===== config.mk =====
export PLATFORM = sky130hd
export DESIGN_NAME = sctp_chunk_field_parser_flat
export DESIGN_NICKNAME = d
export VERILOG_FILES = /design/src/rtl/scfp_pkg.sv /design/src/rtl/scfp_if.sv /design/src/rtl/scfp_decode.sv /design/src/rtl/sctp_chunk_field_parser.sv /design/src/flat_wrapper.sv
export SDC_FILE = /design/constraint.sdc
export NUM_CORES = 1
export LEC_CHECK = 0
export ABC_CLOCK_PERIOD_IN_PS = 4800
export BUFFER_PORTS_ARGS = -buffer_cell sky130_fd_sc_hd__buf_2
export CAP_MARGIN = 10
export CORE_ASPECT_RATIO = 0.6
export CORE_UTILIZATION = 52
export DETAILED_ROUTE_END_ITERATION = 16
export PLACE_DENSITY = 0.81
export SLEW_MARGIN = 10
export SYNTH_ARGS = -nofsm -noshare
export SYNTH_HDL_FRONTEND = slang
export SYNTH_HIERARCHICAL = 1
export SYNTH_SLANG_ARGS = --single-unit

===== constraint.sdc =====
create_clock -name clk -period 4.8 [get_ports clk]
set_clock_uncertainty 0.2 [all_clocks]
set_input_delay 0.24 -clock clk [delete_from_list [all_inputs] [get_ports clk]]
set_output_delay 0.24 -clock clk [all_outputs]
set_load 0.02 [all_outputs]

===== src/rtl/scfp_pkg.sv =====
// types and constants shared by the sctp chunk field parser
package scfp_pkg;

  localparam int CountWidth = 5;

  // chunk type codes
  localparam logic [7:0] TYPE_DATA              = 8'd0;
  localparam logic [7:0] TYPE_INIT              = 8'd1;
  localparam logic [7:0] TYPE_INIT_ACK          = 8'd2;
  localparam logic [7:0] TYPE_SACK              = 8'd3;
  localparam logic [7:0] TYPE_HEARTBEAT         = 8'd4;
  localparam logic [7:0] TYPE_HEARTBEAT_ACK     = 8'd5;
  localparam logic [7:0] TYPE_ABORT             = 8'd6;
  localparam logic [7:0] TYPE_SHUTDOWN          = 8'd7;
  localparam logic [7:0] TYPE_SHUTDOWN_ACK      = 8'd8;
  localparam logic [7:0] TYPE_COOKIE_ECHO       = 8'd10;
  localparam logic [7:0] TYPE_COOKIE_ACK        = 8'd11;
  localparam logic [7:0] TYPE_SHUTDOWN_COMPLETE = 8'd14;

  // total byte counts (header plus value) needed per type
  localparam logic [CountWidth-1:0] HDR_BYTES  = 5'd4;
  localparam logic [CountWidth-1:0] INIT_TOTAL = 5'd20;
  localparam logic [CountWidth-1:0] DATA_TOTAL = 5'd16;
  localparam logic [CountWidth-1:0] SACK_TOTAL = 5'd16;
  localparam logic [CountWidth-1:0] COUNT_MAX  = 5'd31;

  // capture word selected by byte position bits [4:2]
  localparam logic [2:0] SLOT_HEADER = 3'd0;
  localparam logic [2:0] SLOT_A      = 3'd1;
  localparam logic [2:0] SLOT_B      = 3'd2;
  localparam logic [2:0] SLOT_C      = 3'd3;
  localparam logic [2:0] SLOT_D      = 3'd4;

  localparam logic STATUS_OK    = 1'b0;
  localparam logic STATUS_ERROR = 1'b1;

  typedef logic [CountWidth-1:0] count_t;

  // captured chunk words
  typedef struct packed {
    logic [31:0] header;
    logic [31:0] word_a;
    logic [31:0] word_b;
    logic [31:0] word_c;
    logic [31:0] word_d;
  } capture_t;

  // one decoded result item
  typedef struct packed {
    logic        parse_status;
    logic [7:0]  chunk_type;
    logic [7:0]  chunk_flags;
    logic [15:0] chunk_length;
    logic [31:0] first_word;
    logic [31:0] window_credit;
    logic [15:0] count_first;
    logic [15:0] count_second;
    logic [31:0] trailing_word;
  } result_t;

endpackage


===== src/rtl/scfp_if.sv =====
// valid/ready channel interfaces for chunk bytes and decoded results
interface scfp_in_if;
  logic       valid;
  logic       ready;
  logic [7:0] data_byte;
  logic       final_byte;

  modport source (output valid, data_byte, final_byte, input ready);
  modport sink (input valid, data_byte, final_byte, output ready);
endinterface

interface scfp_out_if;
  logic        valid;
  logic        ready;
  logic        parse_status;
  logic [7:0]  chunk_type;
  logic [7:0]  chunk_flags;
  logic [15:0] chunk_length;
  logic [31:0] first_word;
  logic [31:0] window_credit;
  logic [15:0] count_first;
  logic [15:0] count_second;
  logic [31:0] trailing_word;

  modport source (
    output valid, parse_status, chunk_type, chunk_flags, chunk_length,
           first_word, window_credit, count_first, count_second, trailing_word,
    input  ready
  );
  modport sink (
    input  valid, parse_status, chunk_type, chunk_flags, chunk_length,
           first_word, window_credit, count_first, count_second, trailing_word,
    output ready
  );
endinterface


===== src/rtl/scfp_decode.sv =====
// field decode of a captured chunk into one result item
module scfp_decode (
  input  scfp_pkg::count_t   byte_count,
  input  scfp_pkg::capture_t cap,
  output scfp_pkg::result_t  res
);

  logic [7:0] ctype;

  assign ctype = cap.header[31:24];

  // per type field selection
  always_comb begin
    res = '0;
    if (byte_count < scfp_pkg::HDR_BYTES) begin
      res.parse_status = scfp_pkg::STATUS_ERROR;
    end else begin
      res.chunk_type   = ctype;
      res.chunk_flags  = cap.header[23:16];
      res.chunk_length = cap.header[15:0];
      unique case (ctype)
        scfp_pkg::TYPE_INIT, scfp_pkg::TYPE_INIT_ACK: begin
          if (byte_count >= scfp_pkg::INIT_TOTAL) begin
            res.first_word    = cap.word_a;
            res.window_credit = cap.word_b;
            res.count_first   = cap.word_c[31:16];
            res.count_second  = cap.word_c[15:0];
            res.trailing_word = cap.word_d;
          end else begin
            res.parse_status = scfp_pkg::STATUS_ERROR;
          end
        end
        scfp_pkg::TYPE_DATA: begin
          if (byte_count >= scfp_pkg::DATA_TOTAL) begin
            res.first_word    = cap.word_a;
            res.count_first   = cap.word_b[31:16];
            res.count_second  = cap.word_b[15:0];
            res.trailing_word = cap.word_c;
          end else begin
            res.parse_status = scfp_pkg::STATUS_ERROR;
          end
        end
        scfp_pkg::TYPE_SACK: begin
          if (byte_count >= scfp_pkg::SACK_TOTAL) begin
            res.first_word    = cap.word_a;
            res.window_credit = cap.word_b;
            res.count_first   = cap.word_c[31:16];
            res.count_second  = cap.word_c[15:0];
          end else begin
            res.parse_status = scfp_pkg::STATUS_ERROR;
          end
        end
        // header-only types decode nothing more
        scfp_pkg::TYPE_HEARTBEAT, scfp_pkg::TYPE_HEARTBEAT_ACK,
        scfp_pkg::TYPE_ABORT, scfp_pkg::TYPE_SHUTDOWN,
        scfp_pkg::TYPE_SHUTDOWN_ACK, scfp_pkg::TYPE_COOKIE_ECHO,
        scfp_pkg::TYPE_COOKIE_ACK, scfp_pkg::TYPE_SHUTDOWN_COMPLETE: begin
          res.parse_status = scfp_pkg::STATUS_OK;
        end
        default: begin
          res.parse_status = scfp_pkg::STATUS_ERROR;
        end
      endcase
    end
  end

endmodule


===== src/rtl/sctp_chunk_field_parser.sv =====
// sctp chunk field parser top level: byte capture, decode and result register
// one byte item accepted per cycle; the chunk result appears in the cycle
// after the accepted final byte, from a result register decoupling the two sides
// throughput is one item per cycle; input ready drops only while a result waits
// reset (rst_n low, synchronous) clears the byte count and the result valid
// after each final byte the byte count restarts at zero for the next chunk
module sctp_chunk_field_parser (
  input  logic             clk,
  input  logic             rst_n,
  scfp_in_if.sink          in_ch,
  scfp_out_if.source       out_ch
);

  scfp_pkg::count_t   byte_count_r;
  scfp_pkg::count_t   byte_count_upd;
  scfp_pkg::capture_t cap_r;
  scfp_pkg::capture_t cap_upd;
  scfp_pkg::result_t  res_dec;
  scfp_pkg::result_t  res_r;
  logic               out_valid_r;
  logic               accept;
  logic [2:0]         slot;

  // input handshake: take a byte unless an untaken result blocks the register
  assign in_ch.ready = !out_valid_r || out_ch.ready;
  assign accept      = in_ch.valid && in_ch.ready;

  // byte position picks the capture word
  assign slot = byte_count_r[4:2];

  // shift the item byte into its capture word and bump the saturating count
  always_comb begin
    cap_upd = cap_r;
    unique case (slot)
      scfp_pkg::SLOT_HEADER: cap_upd.header = {cap_r.header[23:0], in_ch.data_byte};
      scfp_pkg::SLOT_A:      cap_upd.word_a = {cap_r.word_a[23:0], in_ch.data_byte};
      scfp_pkg::SLOT_B:      cap_upd.word_b = {cap_r.word_b[23:0], in_ch.data_byte};
      scfp_pkg::SLOT_C:      cap_upd.word_c = {cap_r.word_c[23:0], in_ch.data_byte};
      scfp_pkg::SLOT_D:      cap_upd.word_d = {cap_r.word_d[23:0], in_ch.data_byte};
      default:               cap_upd = cap_r;
    endcase
    if (byte_count_r == scfp_pkg::COUNT_MAX) begin
      byte_count_upd = scfp_pkg::COUNT_MAX;
    end else begin
      byte_count_upd = byte_count_r + 5'd1;
    end
  end

  // decode from the state as it stands after this byte
  scfp_decode u_decode (
    .byte_count (byte_count_upd),
    .cap        (cap_upd),
    .res        (res_dec)
  );

  // byte count and capture words
  always_ff @(posedge clk) begin
    if (!rst_n) begin
      byte_count_r <= '0;
    end else if (accept) begin
      byte_count_r <= in_ch.final_byte ? '0 : byte_count_upd;
    end
  end

  always_ff @(posedge clk) begin
    if (accept) begin
      cap_r <= cap_upd;
    end
  end

  // result register
  always_ff @(posedge clk) begin
    if (!rst_n) begin
      out_valid_r <= 1'b0;
    end else if (accept && in_ch.final_byte) begin
      out_valid_r <= 1'b1;
    end else if (out_ch.ready) begin
      out_valid_r <= 1'b0;
    end
  end

  always_ff @(posedge clk) begin
    if (accept && in_ch.final_byte) begin
      res_r <= res_dec;
    end
  end

  // result channel
  assign out_ch.valid         = out_valid_r;
  assign out_ch.parse_status  = res_r.parse_status;
  assign out_ch.chunk_type    = res_r.chunk_type;
  assign out_ch.chunk_flags   = res_r.chunk_flags;
  assign out_ch.chunk_length  = res_r.chunk_length;
  assign out_ch.first_word    = res_r.first_word;
  assign out_ch.window_credit = res_r.window_credit;
  assign out_ch.count_first   = res_r.count_first;
  assign out_ch.count_second  = res_r.count_second;
  assign out_ch.trailing_word = res_r.trailing_word;

endmodule


===== src/flat_wrapper.sv =====
// flat-port wrapper written by rule: the top's interface ports become plain ports
module sctp_chunk_field_parser_flat 
  (clk, rst_n, in_ch_valid, in_ch_data_byte, in_ch_final_byte, in_ch_ready, out_ch_valid, out_ch_parse_status, out_ch_chunk_type, out_ch_chunk_flags, out_ch_chunk_length, out_ch_first_word, out_ch_window_credit, out_ch_count_first, out_ch_count_second, out_ch_trailing_word, out_ch_ready);
  scfp_in_if in_ch_i ();
  scfp_out_if out_ch_i ();
  input  logic clk;
  input  logic rst_n;
  input wire logic [$bits(in_ch_i.valid)-1:0] in_ch_valid;
  input wire logic [$bits(in_ch_i.data_byte)-1:0] in_ch_data_byte;
  input wire logic [$bits(in_ch_i.final_byte)-1:0] in_ch_final_byte;
  output wire logic [$bits(in_ch_i.ready)-1:0] in_ch_ready;
  output wire logic [$bits(out_ch_i.valid)-1:0] out_ch_valid;
  output wire logic [$bits(out_ch_i.parse_status)-1:0] out_ch_parse_status;
  output wire logic [$bits(out_ch_i.chunk_type)-1:0] out_ch_chunk_type;
  output wire logic [$bits(out_ch_i.chunk_flags)-1:0] out_ch_chunk_flags;
  output wire logic [$bits(out_ch_i.chunk_length)-1:0] out_ch_chunk_length;
  output wire logic [$bits(out_ch_i.first_word)-1:0] out_ch_first_word;
  output wire logic [$bits(out_ch_i.window_credit)-1:0] out_ch_window_credit;
  output wire logic [$bits(out_ch_i.count_first)-1:0] out_ch_count_first;
  output wire logic [$bits(out_ch_i.count_second)-1:0] out_ch_count_second;
  output wire logic [$bits(out_ch_i.trailing_word)-1:0] out_ch_trailing_word;
  input wire logic [$bits(out_ch_i.ready)-1:0] out_ch_ready;
  assign in_ch_i.valid = in_ch_valid;
  assign in_ch_i.data_byte = in_ch_data_byte;
  assign in_ch_i.final_byte = in_ch_final_byte;
  assign in_ch_ready = in_ch_i.ready;
  assign out_ch_valid = out_ch_i.valid;
  assign out_ch_parse_status = out_ch_i.parse_status;
  assign out_ch_chunk_type = out_ch_i.chunk_type;
  assign out_ch_chunk_flags = out_ch_i.chunk_flags;
  assign out_ch_chunk_length = out_ch_i.chunk_length;
  assign out_ch_first_word = out_ch_i.first_word;
  assign out_ch_window_credit = out_ch_i.window_credit;
  assign out_ch_count_first = out_ch_i.count_first;
  assign out_ch_count_second = out_ch_i.count_second;
  assign out_ch_trailing_word = out_ch_i.trailing_word;
  assign out_ch_i.ready = out_ch_ready;
  sctp_chunk_field_parser u_core (.clk(clk), .rst_n(rst_n), .in_ch(in_ch_i), .out_ch(out_ch_i));
endmodule

[Word-level counts from Yosys, hierarchy flattened]
Cells that the tools add are included.
Cells by class
  reduce and logical (&&, ||, !) cells: 10
  $lt $le $gt $ge: 3
  add/sub/neg operators: 1
  equality and inequality tests: 16
  mux-type cells: 20
Operators by type and width (number)
  two-way mux 32 bit: 6
  one-hot mux 32 bit (3 select lines): 2
  two-way mux 128 bit: 1
  one-hot mux 32 bit (2 select lines): 2
  two-way mux 96 bit: 1
  two-way mux 64 bit: 1
  == test 8 x 3 -> 1 bit, second input constant: 4
  == test 8 x 4 -> 1 bit, second input constant: 4
  == test 8 x 2 -> 1 bit, second input constant: 2
  greater-or-equal comparator 5 bit, second input constant: 2
  two-way mux 5 bit: 2
  == test 8 x 1 -> 1 bit, second input constant: 1
  logical NOT 8 bit: 1
  OR reduction 8 bit: 1
  == test 3 x 2 -> 1 bit, second input constant: 2
  adder 5 x 1 -> 5 bit, second input constant: 1
  == test 5 bit, second input constant: 1
  less-than comparator 5 x 3 -> 1 bit, second input constant: 1
  two-way mux 1 bit: 4
  OR reduction 2 bit: 2
  == test 3 x 1 -> 1 bit, second input constant: 1
  == test 3 bit, second input constant: 1
  logical NOT 3 bit: 1
  one-hot mux 1 bit (3 select lines): 1
  other kinds (4): 5
Storage, ports and cells
  register bits after elaboration: 327
  output and inout bits: 163
  input port bits: 13
  logic and storage cells: 66

[Logic depth before layout (Yosys ltp)]
  depth after elaboration: 5
  gate-level depth with buffers: 10
  gate-level depth less buffers: 6

[Modules after synthesis]
The synthesis kept the hierarchy.
Modules (own cells, without submodules)
  sctp_chunk_field_parser: cells each 545, area an instance 11945.2 sq um, sequential area each 9759.4 sq um, instances 1
  scfp_decode: cells each 319, area an instance 1920.6 sq um, sequential area each 0.0 sq um, instances 1

[Worst setup path before layout]
OpenSTA, ideal clock, no wires.
  path type: flip-flop to flip-flop
  from: register u_core.out_valid_r, in the netlist u_core/out_ch.valid
  to: register u_core.res_r, in the netlist u_core/out_ch.chunk_flags[0], enable pin
  required time: 4.057 ns
  library setup time: 0.543 ns
  cell stages (with the launch flop): 4
  path slack: -0.572 ns
  arrival: 4.630 ns
  clock period less this slack: 5.372 ns
  buffers on the path: 1
  cells stage by stage: dfxtp_1 > nand2b_1 > clkbuf_1 > and3_1
On the way
  word-level cells in the longest chain between the ends: 4
Ends and longest elaborated chain
  start, declared: RTL line sctp_chunk_field_parser.sv:20  | logic out_valid_r;
  start signal, assigned: RTL line sctp_chunk_field_parser.sv:74  | out_valid_r <= 1'b0;
  start signal, assigned: RTL line sctp_chunk_field_parser.sv:76  | out_valid_r <= 1'b1;
  start signal, assigned: RTL line sctp_chunk_field_parser.sv:78  | out_valid_r <= 1'b0;
  logical NOT 1 bit: RTL line sctp_chunk_field_parser.sv:25  | assign in_ch.ready = !out_valid_r || out_ch.ready;
  logical OR 1 bit: RTL line sctp_chunk_field_parser.sv:25
  via in_ch_ready: RTL line flat_wrapper.sv:11  | output wire logic [$bits(in_ch_i.ready)-1:0] in_ch_ready;
  logical AND 1 bit: RTL line sctp_chunk_field_parser.sv:26  | assign accept = in_ch.valid && in_ch.ready;
  logical AND 1 bit: RTL line sctp_chunk_field_parser.sv:83  | if (accept && in_ch.final_byte) begin
  end signal, assigned: RTL line sctp_chunk_field_parser.sv:84  | res_r <= res_dec;
  end, declared: RTL line sctp_chunk_field_parser.sv:19  | scfp_pkg::result_t res_r;
The timed path passes the listed nets, and every way through them passes these cells.
A chain may end at the register's enable or synchronous reset.

==> results.ini <==
[outcome]
outcome = completed

[routing]
firstDrtPassIters = 6
antenna_left = 0
wl_um = 31100
drt_iter0_markers = 876
via_per_inst = 5.83
drcViolationCount = 0
wire_per_inst_um = 22.1
vias = 8180

[clock_network]
cts_buffers = 29
clkTransAtPathRegs_ns = 0.07
cts_root_buf = clkbuf_16
post_cts_buffers = 0
cts_tree = done
clk_path_buf_depth = 3
ctsResizeCount = 0
hold_buffers = 11
clock-sinks = 327
htree_levels = 1
clk_latency_ns = 0.56

[sta]
worst_slew_pin_slew_ns = 1.24
setup_viol = 0
final_hold_viol_count = 0
clock.fmax_mhz = 273
slew_violations = 0
period_share = 0.764
setup_slack_ns = 1.13
finalSetupTns_ns = 0
slew_headroom = 0.175
period_needed_ns = 3.67
rsz0062_at_grt = no

[yosys]
syn_area_um2 = 13900
syn_inst = 862
synthesis.nets = 876
ys_warn_count = 6
syn_area_per_cell_um2 = 16.1

[placement]
port_buffers = 175
dp_hpwl_um = 20200
gp_congestion = 0.806
place_ws_ns = 1.23

[power_and_ir_drop]
power_mw = 6.06
p_leak_nw = 5.71
max-vdd-ir-drop_uv = 293
p_per_area_nw_per_um2 = 378

[worst_setup_path]
cp-start-kind = flop
rr_startpoint = u_core/byte_count_r[2]
critPathMaxStageDelay_ns = 0.75
worstPathArrival_ns = 3.86
critPathSlowestCell = or2_2
cp_max_fo = 64
rrSetupSlack_ns = 1.13
startpoint = u_core/byte_count_r[2]
end_kind = flop
crit_chain = nor3_4 -> buf_4 -> mux2_2 -> or4_4 -> or2_2 -> nor2_1
crit_type = reg -> reg
critPathRequiredTime_ns = 4.99

[global_routing]
grt.total_usage = 0.225
grt_pass1_wl_um = 45900
grt_max_degree = 107
grt_pass1_vias = 7621
gr-total-overflow = 0
antenna_found_initial = 0

[finish]
nFillCells = 1879
antennaDiodeCount = 0
syn2layout_area_growth_pct = 15.7
drive_above_1_share = 0.380
fin_nets = 1044

[worst_hold_path]
min_path_type = in -> reg
hold_start = in_ch_data_byte[1]

[flow_run]
drv_cap = 0

[floorplan]
die_h_um = 128
die_area_um2 = 27300
die_x_um = 213
rows = 45
coreArea_um2 = 25700
ios = 176
start_util = 0.539

[critical path: cells and delay by family (launching register included)]
| family | cells | cell delay, ns |
|---|---|---|
| buf+inv | 1 | 0.40 |
| simple gates | 4 | 1.94 |
| flops | 1 | 0.49 |
| mux | 1 | 0.41 |
[cell usage in the layout, fill, tap and decap left out, types with 5 or more instances in the layout]
| master | instances |
|---|---|
| clkinv_2 | 7 |
| clkbuf_16 | 29 |
| edfxtp_1 | 321 |
| a31oi_1 | 34 |
| dfxtp_1 | 6 |
| clkinv_1 | 8 |
| mux2_2 | 149 |
| buf_2 | 175 |
| mux2_1 | 11 |
| nor2b_1 | 32 |
| and3_1 | 35 |
| dlygate4sd3_1 | 11 |
| nor2_1 | 70 |
| buf_4 | 13 |
| nor3b_1 | 32 |
| nand2_1 | 5 |
| a32oi_1 | 32 |
| and2_1 | 34 |
[stage by stage]
step / instance area (um^2) / util / hold WS (ns) / cells
after detailed placement: 15000 / 0.583 / 0.288 / 1340
after global placement: 15000 / 0.583 / 0.274 / 1340
after CTS: 16000 / 0.623 / 0.0189 / 1404
after floorplan: 13900 / - / 0.179 / 862
final: 16000 / 0.623 / 0.0204 / 1404
after global routing: 16000 / 0.623 / 0.0215 / 1404
[power by group]
| part | internal [mW] | switching, mW |
|---|---|---|
| Clock | 1.26 | 1.03 |
| Combinational | 0.136 | 0.289 |
| Sequential | 3.28 | 0.0525 |
| Total | 4.68 | 1.37 |
[layer usage]
layer  vias to the layer above  routed length (um)  global-route usage
met5                         -                   0                   0
met4                         0                 542              0.0487
met3                        38                3140              0.0522
met2                       390               12900               0.308
met1                      4076               14500               0.363
li1                       3676                   -                   -
[path summary, 6_finish.rpt]
kind	endpoint	depth (start not counted)
worst min register to register	u_core/byte_count_r[1]	2
worst min-delay path	u_core/cap_r[97]	2
worst max register to register	u_core/out_ch.trailing_word[4]	6
worst max-delay path	u_core/out_ch.trailing_word[4]	6
[flip-flops by register name, indices dropped and copies added, names as in the netlist, 16 cells and up]
name	flops
u_core/out_ch.trailing_word	32
u_core/cap_r	160
u_core/out_ch.chunk_length	16
u_core/out_ch.count_first	16
u_core/out_ch.count_second	16
u_core/out_ch.window_credit	32
u_core/out_ch.first_word	32
[area by class of cell]
type | count | area (um^2) | share of cell area
flip-flops and latches | 327 | 9760 | 0.609
multi-input cells | 469 | 3780 | 0.236
repair buffers | 200 | 1100 | 0.0689
clock buffers | 30 | 729 | 0.0455
well taps | 352 | 440 | 0.0275
clock inverters | 23 | 194 | 0.0121
inverters | 3 | 16.3 | 0.00101
(Power assumes the default switching activity.)
